File: config.mk
export PLATFORM = sky130hd
export DESIGN_NAME = progressive_shift_cipher_top
export DESIGN_NICKNAME = d
export VERILOG_FILES = /design/src/rtl/psc_pkg.sv /design/src/rtl/psc_code_unit.sv /design/src/rtl/psc_out_stage.sv /design/src/rtl/progressive_shift_cipher_top.sv
export SDC_FILE = /design/constraint.sdc
export NUM_CORES = 1
export LEC_CHECK = 0
export ABC_AREA = 1
export BUFFER_PORTS_ARGS = -buffer_cell sky130_fd_sc_hd__buf_2
export CAP_MARGIN = 40
export CORE_MARGIN = 5
export CORE_UTILIZATION = 40
export DETAILED_ROUTE_END_ITERATION = 6
export PLACE_DENSITY_LB_ADDON = 0.25
export SETUP_SLACK_MARGIN = 0.02
export SLEW_MARGIN = 10
export SYNTH_ARGS = -nofsm -noshare
export SYNTH_HDL_FRONTEND = slang
export SYNTH_SLANG_ARGS = --single-unit
export TNS_END_PERCENT = 1
File: constraint.sdc
create_clock -name clock -period 5.1 [get_ports clock]
set_input_delay 0.255 -clock clock [delete_from_list [all_inputs] [get_ports clock]]
set_output_delay 0.255 -clock clock [all_outputs]
set_load 0.01 [all_outputs]
File: src/rtl/psc_pkg.sv
// shared types, constants and helpers of the progressive shift cipher
`timescale 1ns / 1ps
package psc_pkg;

   localparam int CHAR_W     = 8;
   localparam int LSHIFT_W   = 5;
   localparam int DSHIFT_W   = 4;
   localparam int COUNT_W    = 13;
   localparam int KEY_W      = 5;
   localparam int CSR_IDX_W  = 2;
   localparam int CSR_DATA_W = 13;
   localparam int HOLD_DEPTH = 6;
   localparam int FILL_W     = 3;
   localparam int MARK_LEN   = 7;
   localparam int MARK_IDX_W = 3;

   localparam logic [COUNT_W-1:0] MAX_OUT = 13'd4096;

   localparam logic [CHAR_W-1:0] CHAR_UPPER_A = 8'd65;
   localparam logic [CHAR_W-1:0] CHAR_UPPER_Z = 8'd90;
   localparam logic [CHAR_W-1:0] CHAR_LOWER_A = 8'd97;
   localparam logic [CHAR_W-1:0] CHAR_LOWER_Z = 8'd122;
   localparam logic [CHAR_W-1:0] CHAR_DIGIT_0 = 8'd48;
   localparam logic [CHAR_W-1:0] CHAR_DIGIT_9 = 8'd57;
   localparam logic [CHAR_W-1:0] MARK_FILL    = 8'd95;
   localparam logic [CHAR_W-1:0] MARK_E       = 8'd69;
   localparam logic [CHAR_W-1:0] MARK_O       = 8'd79;
   localparam logic [CHAR_W-1:0] MARK_M       = 8'd77;

   localparam logic [5:0] LETTER_COUNT = 6'd26;
   localparam logic [4:0] DIGIT_COUNT  = 5'd10;

   localparam logic MODE_ENCRYPT = 1'b0;
   localparam logic MODE_DECRYPT = 1'b1;
   localparam logic KIND_BYTE    = 1'b0;
   localparam logic KIND_END     = 1'b1;

   localparam logic [CSR_IDX_W-1:0] CSR_MODE  = 2'd0;
   localparam logic [CSR_IDX_W-1:0] CSR_KEY   = 2'd1;
   localparam logic [CSR_IDX_W-1:0] CSR_LIMIT = 2'd2;

   typedef enum logic [1:0] {
      STATUS_OK         = 2'd0,
      STATUS_NO_ROOM    = 2'd1,
      STATUS_NO_MARKER  = 2'd2
   } status_type;

   typedef struct packed {
      logic [CHAR_W-1:0]  out_char;
      logic               is_final;
      status_type         status;
      logic [COUNT_W-1:0] coded_total;
   } result_type;

   // one result from the datapath; burst starts the marker sequence
   typedef struct packed {
      logic               valid;
      logic               burst;
      logic [COUNT_W-1:0] final_total;
      result_type         res;
   } emit_type;

   typedef struct packed {
      logic [CHAR_W-1:0]   ch;
      logic [LSHIFT_W-1:0] ls;
      logic [DSHIFT_W-1:0] ds;
   } hold_type;

   function automatic logic [CHAR_W-1:0] mark_byte(input logic [MARK_IDX_W-1:0] idx);
      logic [CHAR_W-1:0] b;
      unique case (idx)
         3'd2:    b = MARK_E;
         3'd3:    b = MARK_O;
         3'd4:    b = MARK_M;
         default: b = MARK_FILL;
      endcase
      return b;
   endfunction

endpackage

File: src/rtl/psc_code_unit.sv
// shifts one letter or digit forward or back, other bytes pass
`timescale 1ns / 1ps
module psc_code_unit
   import psc_pkg::*;
(
   input  logic [CHAR_W-1:0]   ch,
   input  logic [LSHIFT_W-1:0] ls,
   input  logic [DSHIFT_W-1:0] ds,
   input  logic                decrypt,
   output logic [CHAR_W-1:0]   coded_char,
   output logic                is_coded
);

   logic              is_upper;
   logic              is_lower;
   logic              is_digit;
   logic [CHAR_W-1:0] base;
   logic [4:0]        letter;
   logic [5:0]        lsum;
   logic [4:0]        dsum;

   assign is_upper = (ch >= CHAR_UPPER_A) && (ch <= CHAR_UPPER_Z);
   assign is_lower = (ch >= CHAR_LOWER_A) && (ch <= CHAR_LOWER_Z);
   assign is_digit = (ch >= CHAR_DIGIT_0) && (ch <= CHAR_DIGIT_9);
   assign base     = is_upper ? CHAR_UPPER_A : CHAR_LOWER_A;
   assign letter   = 5'(ch - base);

   always_comb begin
      if (decrypt) begin
         lsum = {1'b0, letter} + LETTER_COUNT - {1'b0, ls};
         dsum = {1'b0, ch[3:0]} + DIGIT_COUNT - {1'b0, ds};
      end else begin
         lsum = {1'b0, letter} + {1'b0, ls};
         dsum = {1'b0, ch[3:0]} + {1'b0, ds};
      end
      if (lsum >= LETTER_COUNT) begin
         lsum = lsum - LETTER_COUNT;
      end
      if (dsum >= DIGIT_COUNT) begin
         dsum = dsum - DIGIT_COUNT;
      end
   end

   always_comb begin
      is_coded = is_upper || is_lower || is_digit;
      if (is_upper || is_lower) begin
         coded_char = base + {2'b00, lsum};
      end else if (is_digit) begin
         coded_char = CHAR_DIGIT_0 + {3'b000, dsum};
      end else begin
         coded_char = ch;
      end
   end

endmodule

File: src/rtl/psc_out_stage.sv
// result register with the end-of-message marker sequencer
`timescale 1ns / 1ps
module psc_out_stage
   import psc_pkg::*;
(
   input  logic               clock,
   input  logic               reset,
   input  emit_type           emit,
   output logic               take_ok,
   output logic               rsp_valid,
   input  logic               rsp_ready,
   output logic [CHAR_W-1:0]  rsp_out_char,
   output logic               rsp_is_final,
   output logic [1:0]         rsp_status,
   output logic [COUNT_W-1:0] rsp_coded_total
);

   logic                  rsp_valid_ff;
   result_type            res_ff;
   result_type            res_in;
   logic                  burst_ff;
   logic [MARK_IDX_W-1:0] burst_idx_ff;
   logic [COUNT_W-1:0]    burst_total_ff;
   logic                  out_free;

   assign out_free = !rsp_valid_ff || rsp_ready;
   assign take_ok  = out_free && !burst_ff;

   always_comb begin
      res_in             = '0;
      res_in.status      = STATUS_OK;
      if (burst_idx_ff == MARK_IDX_W'(MARK_LEN)) begin
         res_in.is_final    = 1'b1;
         res_in.coded_total = burst_total_ff;
      end else begin
         res_in.out_char = mark_byte(burst_idx_ff);
      end
   end

   always_ff @(posedge clock) begin
      if (reset) begin
         rsp_valid_ff <= 1'b0;
         burst_ff     <= 1'b0;
         burst_idx_ff <= '0;
      end else if (out_free) begin
         if (burst_ff) begin
            rsp_valid_ff <= 1'b1;
            burst_idx_ff <= burst_idx_ff + 1'b1;
            if (burst_idx_ff == MARK_IDX_W'(MARK_LEN)) begin
               burst_ff <= 1'b0;
            end
         end else if (emit.valid) begin
            rsp_valid_ff <= 1'b1;
            burst_ff     <= emit.burst;
            burst_idx_ff <= MARK_IDX_W'(1);
         end else begin
            rsp_valid_ff <= 1'b0;
         end
      end
   end

   always_ff @(posedge clock) begin
      if (out_free) begin
         if (burst_ff) begin
            res_ff <= res_in;
         end else if (emit.valid) begin
            res_ff         <= emit.res;
            burst_total_ff <= emit.final_total;
         end
      end
   end

   assign rsp_valid       = rsp_valid_ff;
   assign rsp_out_char    = res_ff.out_char;
   assign rsp_is_final    = res_ff.is_final;
   assign rsp_status      = res_ff.status;
   assign rsp_coded_total = res_ff.coded_total;

endmodule

File: src/rtl/progressive_shift_cipher_top.sv
// Progressive shift cipher: a message byte enters the input register and is coded from
// there into the result register; the block takes one byte transfer per cycle when the
// result side keeps up. An end-of-message item in encrypt mode with room for the marker
// yields eight results (seven marker bytes and the final status item) from the result
// register's sequencer, one per cycle while the result side keeps up, and no new item is
// taken while that runs; every other end-of-message item yields one result. Decrypt holds
// six bytes back in a shift line, so its first six bytes give no result.
`timescale 1ns / 1ps
module progressive_shift_cipher_top
   import psc_pkg::*;
(
   input  logic                  clock,
   input  logic                  reset,
   input  logic                  csr_valid,
   output logic                  csr_ready,
   input  logic [CSR_IDX_W-1:0]  csr_index,
   input  logic [CSR_DATA_W-1:0] csr_data,
   input  logic                  req_valid,
   output logic                  req_ready,
   input  logic                  req_kind,
   input  logic [CHAR_W-1:0]     req_ch,
   output logic                  rsp_valid,
   input  logic                  rsp_ready,
   output logic [CHAR_W-1:0]     rsp_out_char,
   output logic                  rsp_is_final,
   output logic [1:0]            rsp_status,
   output logic [COUNT_W-1:0]    rsp_coded_total
);

   // configuration
   logic                mode_ff;
   logic [KEY_W-1:0]    key_ff;
   logic [COUNT_W-1:0]  limit_ff;

   // input register
   logic                in_valid_ff;
   logic                in_kind_ff;
   logic [CHAR_W-1:0]   in_ch_ff;
   logic                in_advance;
   logic                take_ok;

   // message state
   logic                msg_open_ff,  msg_open_in;
   logic [LSHIFT_W-1:0] ls_ff,        ls_in;
   logic [DSHIFT_W-1:0] ds_ff,        ds_in;
   logic [COUNT_W-1:0]  wc_ff,        wc_in;
   logic [COUNT_W-1:0]  cc_ff,        cc_in;
   logic                full_ff,      full_in;
   logic                seen_ff,      seen_in;
   logic [FILL_W-1:0]   fill_ff,      fill_in;
   hold_type            hold_ff [HOLD_DEPTH];
   hold_type            hold_in [HOLD_DEPTH];

   logic [LSHIFT_W-1:0] key26;
   logic [DSHIFT_W-1:0] key10;
   logic [COUNT_W-1:0]  lim;
   logic                decrypt;
   logic [LSHIFT_W-1:0] cur_ls, ls_next;
   logic [DSHIFT_W-1:0] cur_ds, ds_next;
   logic [COUNT_W-1:0]  cur_wc;
   logic [COUNT_W-1:0]  cur_cc;
   logic                cur_full;
   logic                cur_seen;
   logic [FILL_W-1:0]   cur_fill;
   logic                match;
   hold_type            entry;

   logic [CHAR_W-1:0]   code_ch;
   logic [LSHIFT_W-1:0] code_ls;
   logic [DSHIFT_W-1:0] code_ds;
   logic [CHAR_W-1:0]   coded_char;
   logic                is_coded;
   emit_type            emit;

   assign csr_ready = 1'b1;

   always_ff @(posedge clock) begin
      if (reset) begin
         mode_ff  <= MODE_ENCRYPT;
         key_ff   <= '0;
         limit_ff <= '0;
      end else if (csr_valid) begin
         unique case (csr_index)
            CSR_MODE:  mode_ff  <= csr_data[0];
            CSR_KEY:   key_ff   <= csr_data[KEY_W-1:0];
            CSR_LIMIT: limit_ff <= csr_data;
            default:   ;
         endcase
      end
   end

   assign in_advance = in_valid_ff && take_ok;
   assign req_ready  = !in_valid_ff || in_advance;

   always_ff @(posedge clock) begin
      if (reset) begin
         in_valid_ff <= 1'b0;
      end else if (req_valid && req_ready) begin
         in_valid_ff <= 1'b1;
      end else if (in_advance) begin
         in_valid_ff <= 1'b0;
      end
   end

   always_ff @(posedge clock) begin
      if (req_valid && req_ready) begin
         in_kind_ff <= req_kind;
         in_ch_ff   <= req_ch;
      end
   end

   // key reduced mod 26, digit shift mod 10
   always_comb begin
      key26 = (key_ff >= LETTER_COUNT[LSHIFT_W-1:0]) ? key_ff - LETTER_COUNT[LSHIFT_W-1:0]
                                                    : key_ff;
      if (key26 >= LSHIFT_W'(20)) begin
         key10 = DSHIFT_W'(key26 - LSHIFT_W'(20));
      end else if (key26 >= LSHIFT_W'(10)) begin
         key10 = DSHIFT_W'(key26 - LSHIFT_W'(10));
      end else begin
         key10 = key26[DSHIFT_W-1:0];
      end
   end

   assign lim     = (limit_ff > MAX_OUT) ? MAX_OUT : limit_ff;
   assign decrypt = (mode_ff == MODE_DECRYPT);

   // a closed message opens on its first byte item
   assign cur_ls   = msg_open_ff ? ls_ff   : key26;
   assign cur_ds   = msg_open_ff ? ds_ff   : key10;
   assign cur_wc   = msg_open_ff ? wc_ff   : '0;
   assign cur_cc   = msg_open_ff ? cc_ff   : '0;
   assign cur_full = msg_open_ff ? full_ff : 1'b0;
   assign cur_seen = msg_open_ff ? seen_ff : 1'b0;
   assign cur_fill = msg_open_ff ? fill_ff : '0;

   assign ls_next = (cur_ls == LSHIFT_W'(25)) ? '0 : cur_ls + 1'b1;
   assign ds_next = (cur_ds >= DSHIFT_W'(8)) ? cur_ds - DSHIFT_W'(8) : cur_ds + DSHIFT_W'(2);

   assign entry.ch = in_ch_ff;
   assign entry.ls = cur_ls;
   assign entry.ds = cur_ds;

   always_comb begin
      match = (in_ch_ff == MARK_FILL);
      for (int j = 0; j < HOLD_DEPTH; j++) begin
         if (hold_ff[j].ch != mark_byte(MARK_IDX_W'(j))) begin
            match = 1'b0;
         end
      end
   end

   // decrypt codes the oldest held byte with the shifts it arrived with
   assign code_ch = decrypt ? hold_ff[0].ch : in_ch_ff;
   assign code_ls = decrypt ? hold_ff[0].ls : cur_ls;
   assign code_ds = decrypt ? hold_ff[0].ds : cur_ds;

   psc_code_unit u_code (
      .ch         (code_ch),
      .ls         (code_ls),
      .ds         (code_ds),
      .decrypt    (decrypt),
      .coded_char (coded_char),
      .is_coded   (is_coded)
   );

   always_comb begin
      msg_open_in = msg_open_ff;
      ls_in       = cur_ls;
      ds_in       = cur_ds;
      wc_in       = cur_wc;
      cc_in       = cur_cc;
      full_in     = cur_full;
      seen_in     = cur_seen;
      fill_in     = cur_fill;
      hold_in     = hold_ff;
      emit        = '0;
      emit.res.status = STATUS_OK;

      if (in_kind_ff == KIND_END) begin
         msg_open_in       = 1'b0;
         emit.valid        = 1'b1;
         emit.res.is_final = 1'b1;
         if (!decrypt) begin
            if (lim < COUNT_W'(MARK_LEN)) begin
               emit.res.status = STATUS_NO_ROOM;
            end else begin
               emit.burst        = 1'b1;
               emit.final_total  = cur_cc;
               emit.res.is_final = 1'b0;
               emit.res.out_char = mark_byte('0);
            end
         end else if (lim == '0) begin
            emit.res.status = STATUS_OK;
         end else if (cur_seen) begin
            emit.res.coded_total = cur_cc;
         end else begin
            emit.res.status = STATUS_NO_MARKER;
         end
      end else begin
         msg_open_in = 1'b1;
         if (!decrypt) begin
            if (!cur_full) begin
               if (({1'b0, cur_wc} + (COUNT_W+1)'(8)) > {1'b0, lim}) begin
                  full_in = 1'b1;
               end else begin
                  emit.valid        = 1'b1;
                  emit.res.out_char = coded_char;
                  cc_in             = cur_cc + COUNT_W'(is_coded);
                  wc_in             = cur_wc + 1'b1;
                  ls_in             = ls_next;
                  ds_in             = ds_next;
               end
            end
         end else if (!cur_seen) begin
            ls_in = ls_next;
            ds_in = ds_next;
            if (cur_fill < FILL_W'(HOLD_DEPTH)) begin
               hold_in[cur_fill] = entry;
               fill_in           = cur_fill + 1'b1;
            end else if (match) begin
               seen_in = 1'b1;
            end else begin
               if (cur_wc < lim) begin
                  emit.valid        = 1'b1;
                  emit.res.out_char = coded_char;
                  cc_in             = cur_cc + COUNT_W'(is_coded);
                  wc_in             = cur_wc + 1'b1;
               end
               for (int j = 0; j < HOLD_DEPTH - 1; j++) begin
                  hold_in[j] = hold_ff[j+1];
               end
               hold_in[HOLD_DEPTH-1] = entry;
            end
         end
      end

      if (!in_advance) begin
         emit.valid = 1'b0;
      end
   end

   always_ff @(posedge clock) begin
      if (reset) begin
         msg_open_ff <= 1'b0;
         ls_ff       <= '0;
         ds_ff       <= '0;
         wc_ff       <= '0;
         cc_ff       <= '0;
         full_ff     <= 1'b0;
         seen_ff     <= 1'b0;
         fill_ff     <= '0;
      end else if (in_advance) begin
         msg_open_ff <= msg_open_in;
         ls_ff       <= ls_in;
         ds_ff       <= ds_in;
         wc_ff       <= wc_in;
         cc_ff       <= cc_in;
         full_ff     <= full_in;
         seen_ff     <= seen_in;
         fill_ff     <= fill_in;
      end
   end

   always_ff @(posedge clock) begin
      if (in_advance) begin
         hold_ff <= hold_in;
      end
   end

   psc_out_stage u_out (
      .clock           (clock),
      .reset           (reset),
      .emit            (emit),
      .take_ok         (take_ok),
      .rsp_valid       (rsp_valid),
      .rsp_ready       (rsp_ready),
      .rsp_out_char    (rsp_out_char),
      .rsp_is_final    (rsp_is_final),
      .rsp_status      (rsp_status),
      .rsp_coded_total (rsp_coded_total)
   );

endmodule
Word level (Yosys, flattened, before mapping)
Cells that the tools add are included.
- reductions and logical operators: 25
- div/mod/pow operators: 0
- mux-type cells: 117
- equality and inequality tests: 15
- bitwise operators: 4
- magnitude comparators: 19
- shifts and indexed selects: 0
- add/subtract/negate cells: 22
- multipliers: 0
- operator list (kind ; count):
    13-bit two-way mux ; 23
    102-bit two-way mux ; 2
    102-bit bitwise mux ; 1
    8-bit two-way mux ; 12
    5-bit two-way mux ; 11
    17-bit demux with 3-bit select ; 1
    24-bit two-way mux ; 2
    8-bit by 7-bit inequality test with 1-bit output, second input constant ; 6
    23-bit two-way mux ; 2
    4-bit two-way mux ; 10
    1-bit two-way mux ; 36
    3-bit two-way mux ; 7
    6-bit two-way mux ; 3
    17-bit two-way mux ; 1
    8-bit by 7-bit >= comparator with 1-bit output, second input constant ; 2
    8-bit by 7-bit less-or-equal comparator with 1-bit output, second input constant ; 2
    16-bit two-way mux ; 1
    5-bit case mux with 3 select lines ; 1
    13-bit by 4-bit adder with 14-bit output, second input constant ; 1
    14-bit by 13-bit > comparator with 1-bit output ; 1
    14-bit two-way mux ; 1
    13-bit by 1-bit adder with 13-bit output ; 1
    13-bit by 1-bit adder with 13-bit output, second input constant ; 1
    13-bit > comparator, second input constant ; 1
    other kinds (47) ; 73
- word-level logic and storage cells: 242
- memories: 0
- output and inout bits: 27
- bits in registers: 214
- bits in latches: 0
- input bits: 29
- memory bits (writable): 0
- memory bits (read-only): 0

Depth between registers and ports, before layout
Gate-level depths: netlist (run 1).
- depth after elaboration: 22
- depth in mapped cells: 37
- mapped depth without buffers: 37

Modules after synthesis
Synthesis (run 1) repeated with hierarchy kept, for this count alone.
- cell total of the unflattened synthesis: 1708
- area, all modules: 13481.7 um^2
- modules (own cells, without submodules) (module ; times used ; area each (um^2) ; cells each):
    progressive_shift_cipher_top ; 1 ; 10162.2 ; 1325
    psc_out_stage ; 1 ; 1760.4 ; 128
    psc_code_unit ; 1 ; 1559.0 ; 255

Worst setup path after synthesis (run 1)
No wires, ideal clock.
- kind: reg-to-reg
- start: reg key_ff[1]
- end: reg u_out.res_ff (netlist bit u_out.rsp_out_char[4]) (data pin)
- cell stages (with the launch flop): 34
- library setup time: 0.253 ns
- path buffers: 0
- path slack: 0.416 ns
- period minus slack after synthesis: 4.684 ns
- required time: 4.847 ns
- arrival time: 4.431 ns
- cells stage by stage: dfxtp_1 -> inv_1 -> ha_1 -> nand2_1 -> nand3_1 -> o21ai_1 -> ha_1 -> inv_1 -> nor2_1 -> nand2_1 -> nand3_1 -> nand4_1 -> nand2_1 -> nand2_1 -> o21ai_0 -> inv_1 -> ha_1 -> inv_1 -> ha_1 -> inv_1 -> fa_1 -> inv_1 -> o21ai_0 -> ha_1 -> inv_1 -> a31oi_1 -> o21ai_0 -> nand3_1 -> a21oi_1 -> nor2_1 -> nand2_1 -> nand2_1 -> nand2_1 -> nand2_1
- longest elaborated chain between the ends: 22
- elaborated cells on any way between the ends: 39
- those cells by class: add/sub (11); order compare (5); mux (23)
- ends and longest elaborated chain (what ; RTL line ; source):
    from (decl) ; progressive_shift_cipher_top.sv:32 ; logic [KEY_W-1:0] key_ff;
    from (signal assigned) ; progressive_shift_cipher_top.sv:85 ; CSR_KEY: key_ff <= csr_data[KEY_W-1:0];
    5-bit subtractor or 5-bit >= comparator (tied branches) ; progressive_shift_cipher_top.sv:114 ; key26 = (key_ff >= LETTER_COUNT[LSHIFT_W-1:0]) ? key_ff - LETTER_COUNT[LSHIFT_W-1:0]
    5-bit two-way mux * ; progressive_shift_cipher_top.sv:114 ;
    4-bit subtractor or 5-bit by 4-bit >= comparator with 1-bit output (tied branches) ; progressive_shift_cipher_top.sv:119, progressive_shift_cipher_top.sv:118 ;
    4-bit two-way mux ; progressive_shift_cipher_top.sv:118 ; end else if (key26 >= LSHIFT_W'(10)) begin
    4-bit two-way mux ; progressive_shift_cipher_top.sv:116 ; if (key26 >= LSHIFT_W'(20)) begin
    4-bit two-way mux ; progressive_shift_cipher_top.sv:130 ; assign cur_ds = msg_open_ff ? ds_ff : key10;
    4-bit two-way mux ; progressive_shift_cipher_top.sv:156 ; assign code_ds = decrypt ? hold_ff[0].ds : cur_ds;
    5-bit by 4-bit subtractor with 5-bit output or 4-bit by 4-bit adder with 5-bit output (tied branches) ; psc_code_unit.sv:31, psc_code_unit.sv:34 ;
    [... 6 more ...] ; -- ;
    8-bit two-way mux ; progressive_shift_cipher_top.sv:224 ; if (cur_wc < lim) begin
    8-bit two-way mux ; progressive_shift_cipher_top.sv:221 ; end else if (match) begin
    8-bit two-way mux ; progressive_shift_cipher_top.sv:218 ; if (cur_fill < FILL_W'(HOLD_DEPTH)) begin
    8-bit two-way mux ; progressive_shift_cipher_top.sv:215 ; end else if (!cur_seen) begin
    8-bit two-way mux * ; progressive_shift_cipher_top.sv:202 ; if (!decrypt) begin
    8-bit two-way mux * ; progressive_shift_cipher_top.sv:180 ; if (in_kind_ff == KIND_END) begin
    24-bit two-way mux * ; psc_out_stage.sv:66 ; end else if (emit.valid) begin
    24-bit two-way mux * ; psc_out_stage.sv:64 ; if (burst_ff) begin
    to (signal assigned) ; psc_out_stage.sv:65 ; res_ff <= res_in;
    to (signal assigned) ; psc_out_stage.sv:67 ; res_ff <= emit.res;
    to (decl) ; psc_out_stage.sv:19 ; result_type res_ff;
Every way passes the cells marked *; elsewhere a longest branch is shown, timed or not. The select of a mux whose other input is x is not followed.
A chain may end at the register's enable or synchronous reset.

Worst setup path after layout (run 1)
Ends and elaborated chain as after synthesis.

==> flow_summary.ini, run 1 <==
[status]
run_status = complete, no violations

[setup_path]
arrival_time_at_the_worst_endpoint_ps = 5010
critical_path.n_buffers_inverters = 8
startpoint_type = flip-flop
critPathKind = reg2reg
crit_family = adder cells
worst_path_max_delay_cell = fa_1
worstPathMaxFanout = 4
endpoint_kind = flip-flop
r2r_cells = 35
reg2reg_from = key_ff[1]$_SDFFE_PP0P_
crit_path_max_incr_delay_ps = 420
worst-r2r-setup-slack_ps = 360
regToRegEndpoint = u_out.rsp_out_char[4]$_DFFE_PP_
critPathRequiredTime_ps = 5370

[worst_hold_path]
hold-path-cell-count = 3
timing.hold.worst.start = csr_data[8]
hold_class = in2reg
holdPathEnd = limit_ff[8]$_SDFFE_PP0P_

[synthesis]
syn_inst = 1644
synth_area_um2 = 13000
synth_nets = 1746
asyncSetResetFlopFracSynth = 0
synth-seq-cells = 214
synth_largest_area_cell = edfxtp_1
synth_top_area_frac = 0.343
synthesis.area_per_instance_um2 = 7.89
cell_types_with_the_largest_area_share_after_synthesis = edfxtp_1 34%, nand2_1 11%, dfxtp_1 10%
netlist-cell-type-count = 50
synth_sequential_area_ratio = 0.445
most_numerous_cell_types_in_the_synthesized_netlist = 390 x nand2_1, 202 x inv_1, 173 x o21ai_0, 148 x edfxtp_1, 126 x nor2_1
post_synth_top_flop = edfxtp_1
synth_enable_flop_cells = 148
synth_warnings = 0
synth.most_common_cell = nand2_1

[timing]
finalClockSkew_ps = 21.9
timing.slew.headroom = 0.469
timing.final.max_slew_violations = 0
fin_ws_ps = 359
period_minus_slack_ps = 4740
timing_hold_violations_final = 0
layout_worst_path_cycle_share = 0.930
timing_worst_slew_pin_value_ps = 795
setup-violations-final = 0
grt_setup_unrepaired = no
finalHoldWorstSlack_ps = 38.0
maxClockFrequency_ghz = 0.211

[grt]
grt_use_met3 = 0.0257
first_pass_grt_wire_length_mm = 52.7
maximum_number_of_pins_on_one_net_before_global_route_repair = 72
globalRoute.totalOverflow = 0
first_global_vias = 10700
antenna_found_initial = 3
grt.total_usage = 0.174
grtUsageMet1 = 0.239
grt_most_used_layer = met2
grt_use_met2 = 0.290

[floorplan]
io_pins = 56
start_util = 0.402
dieArea_um2 = 36100
rows = 66
die_w_um = 190
die_height_um = 190
floorplan.core_area_um2 = 32300

[cells_and_area]
area_added_between_synthesis_and_finish_pct = 14.3
nFillCells = 3145
antenna_cells_inserted = 0
design.final.nets = 1816
drive_gt1_frac = 0.0998
multi_input_area_um2 = 6190
stdcell_area_um2 = 14800
postLayoutCoreUtil = 0.459
combined_flip_flop_and_latch_cell_area_um2 = 5770

[place]
place_congestion = 0.870
placement.io_buffers = 54
post-place-ws_ps = -54.1
dp_hpwl_mm = 23.6
postPlaceCellArea_um2 = 13800

[flow_run]
max_cap_violations = 0

[detailed_routing]
detailedRoute.firstPassIterationCount = 5
routedWlPerCell_um = 14.6
route.vias.total = 11100
antenna_left = 0
drt_drc_violations_left = 0
count_of_routing_violations_after_the_opening_detailed_route_iteration = 689
vias_per_cell = 5.10
routed_wl_mm = 31.7

[cts]
worst_skew_pair.late_latency_ps = 530
clock_path_buffers = 3
numCtsBuffers = 25
clock_sink_count = 214
cts.reportedPaths.clkPinSlew_ps = 60
clockRootBuffer = clkbuf_16
htree_levels = 1
cts_tree = built

[power_and_ir_drop]
total_leakage_power_uw = 0.00616
pwr_density_cell_nw_per_um2 = 313
worst_ir_drop_vdd_uv = 197
worst min-delay path: cells and delay by family:
family,cells,cell delay (ps)
AO/OA/AOI/OAI,2,180
buffers and inverters,1,90
cell usage in the layout, fill, tap and decap left out, types with 4 or more instances in the layout:
cell type / count
inv_1: 200
clkinv_1: 5
nor4_1: 6
o21bai_1: 6
nor3_1: 19
o31ai_1: 11
dlygate4sd3_1: 16
buf_4: 29
nand3b_1: 6
nand3_1: 94
clkbuf_8: 5
nand2_4: 4
buf_2: 54
nand2_1: 388
clkbuf_16: 25
dfxtp_1: 65
o22ai_1: 18
fa_1: 4
o21ai_1: 9
xor2_1: 26
nand3_2: 7
edfxtp_1: 148
o21ai_2: 5
ha_1: 69
inv_2: 11
nand2_2: 8
o211ai_1: 11
nor2_1: 126
nand4_1: 33
o21ai_0: 165
a31oi_1: 9
a21oi_1: 106
power breakdown:
part / switching (uW) / internal, uW
Clock: 710 / 1080
Combinational: 607 / 303
Sequential: 30.7 / 1910
Total: 1350 / 3290
final cells by class:
class / count / share of cell area
Multi-Input combinational cell: 1159 / 0.417
Sequential cell: 214 / 0.389
Inverter: 214 / 0.0542
Clock buffer: 33 / 0.0476
Timing Repair Buffer: 100 / 0.0456
Tap cell: 442 / 0.0373
Clock inverter: 13 / 0.00895
repair_timing:
| item | CTS | global route |
|---|---|---|
| endpoints found under the hold margin | 16 | 0 |
| setup endpoints to repair | 1 | 7 |
| hold buffers | 16 | 0 |
| setup buffers | 0 | 1 |
| pin swaps | 0 | 7 |
| gates cloned | 0 | 0 |
| gates resized for setup | 1 | 22 |
flip-flops by register name, indices dropped and copies added, names as in the netlist, 2 cells and up:
signal / count
hold_ff: 102
cc_ff: 13
limit_ff: 13
u_out.burst_total_ff: 13
u_out.rsp_coded_total: 13
wc_ff: 13
in_ch_ff: 8
u_out.rsp_out_char: 8
key_ff: 5
ls_ff: 5
ds_ff: 4
fill_ff: 3
u_out.burst_idx_ff: 3
u_out.rsp_status: 2
how the worst max path moves through the flow:
stage                                       from                               to  slack [ps]  depth (start not counted)
after floorplan           key_ff[1]$_SDFFE_PP0P_  u_out.rsp_out_char[4]$_DFFE_PP_         420                         33
after global placement    key_ff[1]$_SDFFE_PP0P_  u_out.rsp_out_char[4]$_DFFE_PP_         180                         35
after detailed placement  key_ff[1]$_SDFFE_PP0P_  u_out.rsp_out_char[4]$_DFFE_PP_         -50                         35
after CTS                 key_ff[1]$_SDFFE_PP0P_  u_out.rsp_out_char[4]$_DFFE_PP_          50                         35
after global routing      key_ff[1]$_SDFFE_PP0P_  u_out.rsp_out_char[4]$_DFFE_PP_          10                         30
final                     key_ff[1]$_SDFFE_PP0P_  u_out.rsp_out_char[4]$_DFFE_PP_         360                         35
kinds of logic (layout without fill, tap and decap cells):
group,after synthesis,after routing,share of synthesized area
other,1,1,0.000289
DFF,214,214,0.445
buffers and inverters,271,360,0.0812
AOI/OAI and AO/OA,352,352,0.147
and+or+nand+nor,706,706,0.236
muxes,1,1,0.000772
adders and majority gates,73,73,0.0728
xor gates and xnor gates,26,26,0.0176
routing by layer:
| metal | routed length (um) | part of all wire |
|---|---|---|
| met5 | 34 | 0.0011 |
| met4 | 623 | 0.020 |
| met3 | 1780 | 0.056 |
| met2 | 14200 | 0.45 |
| met1 | 15000 | 0.47 |
per-stage QoR:
stage / TNS [ps] / instances / total power [uW]
final: 0 / 2175 / 4640
after global routing: 0 / 2175 / 4890
after CTS: 0 / 2174 / 4670
after detailed placement: -54.1 / 2112 / 2860
after global placement: 0 / 2111 / 2840
after floorplan: 0 / 1644 / 2620
Power figures use the tool's default switching activity.
==> inputs of run 2 (changes only) <==
--- a/config.mk
+++ b/config.mk
@@ -9,7 +9,7 @@
 export BUFFER_PORTS_ARGS = -buffer_cell sky130_fd_sc_hd__buf_2
 export CAP_MARGIN = 40
 export CORE_MARGIN = 5
-export CORE_UTILIZATION = 40
+export CORE_UTILIZATION = 61
 export DETAILED_ROUTE_END_ITERATION = 6
 export PLACE_DENSITY_LB_ADDON = 0.25
 export SETUP_SLACK_MARGIN = 0.02
==> constraint.sdc (replaced) <==
create_clock -name clock -period 5.1 [get_ports clock]
set_input_delay 0.255 -clock clock [delete_from_list [all_inputs] [get_ports clock]]
set_output_delay 0.255 -clock clock [all_outputs]
set_load 0.1 [all_outputs]
==> flow_summary.ini, run 2 (same netlist as run 1, synthesis figures left out) <==
[power_and_ir_drop]
worst_ir_drop_vdd_uv = 319
pwr_density_cell_nw_per_um2 = 335
total_leakage_power_uw = 0.00618

[grt]
first_pass_grt_wire_length_mm = 52.4
first_global_vias = 10900
grt.total_usage = 0.258
maximum_number_of_pins_on_one_net_before_global_route_repair = 72
globalRoute.totalOverflow = 0
antenna_found_initial = 0

[cts]
cts_tree = built
numCtsBuffers = 24
clock_path_buffers = 3
cts.reportedPaths.clkPinSlew_ps = 60
worst_skew_pair.late_latency_ps = 510
clockRootBuffer = clkbuf_16
htree_levels = 1
clock_sink_count = 214

[cells_and_area]
nFillCells = 1680
antenna_cells_inserted = 0
area_added_between_synthesis_and_finish_pct = 12.7
design.final.nets = 1812
layout_common_cells = 389 x nand2_1, 201 x inv_1, 167 x o21ai_0
mostFrequentLayoutCell = nand2_1
drive_gt1_frac = 0.0995
register_bank_with_the_most_flops = hold_ff
largest_register_ff_count = 102
postLayoutCoreUtil = 0.698

[floorplan]
die_height_um = 156
dieArea_um2 = 24300
die_w_um = 156
floorplan.core_area_um2 = 21000
rows = 53
start_util = 0.619
io_pins = 56

[place]
dp_hpwl_mm = 22.8
place_congestion = 0.939
placement.io_buffers = 54

[timing]
timing_worst_slew_pin_value_ps = 775
timing_hold_violations_final = 0
finalClockSkew_ps = 14.0
setup-violations-final = 0
layout_worst_path_cycle_share = 0.932
maxClockFrequency_ghz = 0.210
timing.final.max_slew_violations = 0
finalHoldWorstSlack_ps = 16.0
period_minus_slack_ps = 4760
timing.slew.headroom = 0.482

[detailed_routing]
vias_per_cell = 5.75
routedWlPerCell_um = 15.8
route.vias.total = 11500
antenna_left = 0
routed_wl_mm = 31.7
detailedRoute.firstPassIterationCount = 7
drt_drc_violations_left = 2
count_of_routing_violations_after_the_opening_detailed_route_iteration = 910

[status]
run_status = finished, violations left
violations = DRC

[setup_path]
endpoint_kind = flip-flop
crit_path_max_incr_delay_ps = 480
worst_path_max_delay_cell = fa_1
critPathRequiredTime_ps = 5350
critPathKind = reg2reg
worstPathMaxFanout = 4
arrival_time_at_the_worst_endpoint_ps = 5000
startpoint_type = flip-flop
timing.critical_path.mode_cell = inv_1

[flow_run]
max_cap_violations = 0

[worst_hold_path]
hold_class = in2reg
run 2: critical path: cells and delay by family, from the launching register on:
family	cells	cell delay (ps)
adder cells (fa/ha/maj)	6	1500
buffers and inverters	8	490
AO/OA/AOI/OAI	8	1020
AND/OR/NAND/NOR	11	870
flip-flops	1	380
XOR/XNOR	1	200
run 2: per-layer routing:
metal	vias up	track usage	wire, um
met5	-	0	0
met4	0	0.0759	719
met3	57	0.0377	2330
met2	440	0.423	14900
met1	5331	0.357	13800
li1	5686	-	-
run 2: final cells by class:
| type | count | area [um^2] | area share |
|---|---|---|---|
| tap | 275 | 344 | 0.0235 |
| timing repair buffer | 97 | 636 | 0.0435 |
| clock inverter | 13 | 196 | 0.0134 |
| clock buffer | 31 | 678 | 0.0464 |
| inverter | 214 | 803 | 0.0549 |
| sequential | 214 | 5770 | 0.395 |
| multi-input combinational | 1159 | 6190 | 0.424 |
run 2: what timing repair did:
item / in CTS / in global routing
setup buffers: 0 / 4
setup endpoints to repair: 2 / 7
gates resized for setup: 1 / 18
pin swaps: 0 / 5
hold buffers: 9 / 0
hold endpoints to repair: 9 / 0
run 2: power breakdown:
| group | total [uW] | switching, uW | internal (uW) |
|---|---|---|---|
| Sequential | 1950 | 31.9 | 1910 |
| Clock | 1880 | 693 | 1190 |
| Combinational | 1070 | 763 | 303 |
| Total | 4900 | 1490 | 3410 |
run 2: final timing paths:
path	slack, ps	from	cells past startpoint	endpoint
hold / removal	20	req_valid	3	in_valid_ff$_SDFFE_PP0P_
setup reg to reg	340	key_ff[1]$_SDFFE_PP0P_	34	u_out.rsp_out_char[2]$_DFFE_PP_
hold reg to reg	470	limit_ff[8]$_SDFFE_PP0P_	2	limit_ff[8]$_SDFFE_PP0P_
setup / recovery	340	key_ff[1]$_SDFFE_PP0P_	34	u_out.rsp_out_char[2]$_DFFE_PP_
run 2: through the flow:
step / total power (uW) / setup TNS (ps) / worst slack [ps] / instance area, um^2 / cells
finish: 4900 / 0 / 345 / 14600 / 2003
floorplan: 2770 / 0 / 416 / 13000 / 1644
global placement: 2970 / 0 / 218 / 13500 / 1944
global route: 5110 / -22.7 / -13.3 / 14600 / 2003
detailed placement: 3000 / -63.3 / -63.3 / 13600 / 1946
CTS: 4890 / 0 / 31.3 / 14500 / 1999
==> inputs of run 3 (changes only) <==
--- a/config.mk
+++ b/config.mk
@@ -10,6 +10,7 @@
 export CAP_MARGIN = 40
 export CORE_MARGIN = 5
 export CORE_UTILIZATION = 61
+export CTS_BUF_LIST = sky130_fd_sc_hd__clkbuf_2
 export DETAILED_ROUTE_END_ITERATION = 6
 export PLACE_DENSITY_LB_ADDON = 0.25
 export SETUP_SLACK_MARGIN = 0.02
==> flow_summary.ini, run 3 (same netlist as run 1, synthesis figures left out) <==
[flow_run]
max_cap_violations = 0

[setup_path]
timing.critical_path.mode_cell = nand2_1
setup.worst_path.end = u_out.rsp_out_char[2]$_DFFE_PP_
crit_family = adder cells
reg2reg_from = key_ff[2]$_SDFFE_PP0P_
timing.critical_path.from = key_ff[2]$_SDFFE_PP0P_
r2r_cells = 35
arrival_time_at_the_worst_endpoint_ps = 5340
critical_path.n_buffers_inverters = 8
startpoint_type = flip-flop
regToRegEndpoint = u_out.rsp_out_char[2]$_DFFE_PP_
cp_num_cells = 35
critPathKind = reg2reg
worst_path_max_delay_cell = fa_1
endpoint_kind = flip-flop
crit_path_max_incr_delay_ps = 480
critPathRequiredTime_ps = 5660
worstPathMaxFanout = 4
worst-r2r-setup-slack_ps = 320

[detailed_routing]
route.vias.total = 11800
vias_per_cell = 5.67
antenna_left = 0
routed_wl_mm = 31.6
drt_drc_violations_left = 0
routedWlPerCell_um = 15.2
count_of_routing_violations_after_the_opening_detailed_route_iteration = 941
detailedRoute.firstPassIterationCount = 6

[cts]
htree_levels = 2
numCtsBuffers = 55
worst_skew_pair.late_latency_ps = 820
clock_path_buffers = 3
cts.reportedPaths.clkPinSlew_ps = 130
clock_sink_count = 214
cts_tree = built
clockRootBuffer = clkbuf_2

[power_and_ir_drop]
power.total_uw = 4240
worst_ir_drop_vdd_uv = 167
pwr_density_cell_nw_per_um2 = 292
total_leakage_power_uw = 0.00626

[place]
placement.io_buffers = 54
place_congestion = 0.939
dp_hpwl_mm = 22.8

[timing]
timing_worst_slew_pin_value_ps = 752
layout_worst_path_cycle_share = 0.937
timing.final.max_slew_violations = 0
timing_hold_violations_final = 0
maxClockFrequency_ghz = 0.209
timing.slew.headroom = 0.497
period_minus_slack_ps = 4780
setup-violations-final = 0
finalHoldWorstSlack_ps = 144
finalClockSkew_ps = 82.7

[grt]
first_global_vias = 11100
maximum_number_of_pins_on_one_net_before_global_route_repair = 72
first_pass_grt_wire_length_mm = 52.7
globalRoute.totalOverflow = 0
grt.total_usage = 0.260
antenna_found_initial = 1

[cells_and_area]
largest_register_ff_count = 102
nFillCells = 1755
drive_gt1_frac = 0.123
design.final.nets = 1866
mostFrequentLayoutCell = nand2_1
layout_common_cells = 390 x nand2_1, 200 x inv_1, 167 x o21ai_0
register_bank_with_the_most_flops = hold_ff
postLayoutCoreUtil = 0.692
area_added_between_synthesis_and_finish_pct = 11.9

[floorplan]
die_height_um = 156
rows = 53
dieArea_um2 = 24300
die_w_um = 156
start_util = 0.619
floorplan.core_area_um2 = 21000
io_pins = 56

[worst_hold_path]
hold_class = in2reg
timing.hold.worst.start = req_ch[0]

[status]
run_status = complete, no violations
==> run 3: layout make-up <==
cell class | instances | area (um^2) | area share
clock inverter | 18 | 105 | 0.00724
timing repair buffer | 120 | 871 | 0.0600
inverter | 214 | 803 | 0.0554
antenna | 1 | 2.50 | 0.000172
multi-input combinational | 1159 | 6180 | 0.426
clock buffer | 86 | 430 | 0.0297
sequential | 214 | 5770 | 0.398
tap | 275 | 344 | 0.0237
==> run 3: worst min path at each step <==
stage / cells past startpoint / to / slack (ps)
5_1_grt: 2 / in_ch_ff[7]$_DFFE_PP_ / 60
3_5_place_dp: 1 / in_ch_ff[3]$_DFFE_PP_ / 430
2_1_floorplan: 0 / in_ch_ff[0]$_DFFE_PP_ / 350
3_3_place_gp: 1 / in_ch_ff[6]$_DFFE_PP_ / 430
6_report: 2 / in_ch_ff[0]$_DFFE_PP_ / 140
4_1_cts: 2 / in_ch_ff[0]$_DFFE_PP_ / 60
==> run 3: power by group <==
part,switching (uW),internal [uW]
sequential,31.2,1910
clock,724,503
combinational,759,312
total,1510,2730
==> run 3: per-layer routing <==
metal / vias up / GRT usage / share of wire
li1: 5844 / - / -
met1: 5407 / 0.353 / 0.42
met2: 508 / 0.431 / 0.47
met3: 65 / 0.0458 / 0.087
met4: 0 / 0.0742 / 0.021
met5: - / 0 / 0
==> run 3: worst reg2reg max path, delay by kind of cell (launching register included) <==
family                   cells  cell delay (ps)
AND/OR/NAND/NOR             12              950
AO/OA/AOI/OAI                8             1070
XOR/XNOR                     1              210
flip-flops                   1              340
adder cells (fa/ha/maj)      6             1440
buffers and inverters        8              510
==> run 3: per-stage QoR <==
step                instance area [um^2]  TNS (ps)  worst slack [ps]  instances
finish                             14500         0               323       2087
global route                       14500     -81.6             -42.3       2087
CTS                                14500         0               101       2084
detailed placement                 13600     -63.3             -63.3       1946
global placement                   13500         0               218       1944
floorplan                          13000         0               416       1644
==> run 3: timing repair <==
action / CTS / global route
hold buffers: 34 / 0
setup buffers: 0 / 2
resized for setup: 1 / 18
pin swaps: 0 / 3
hold endpoints to repair: 59 / 0
endpoints found under the setup margin: 1 / 7
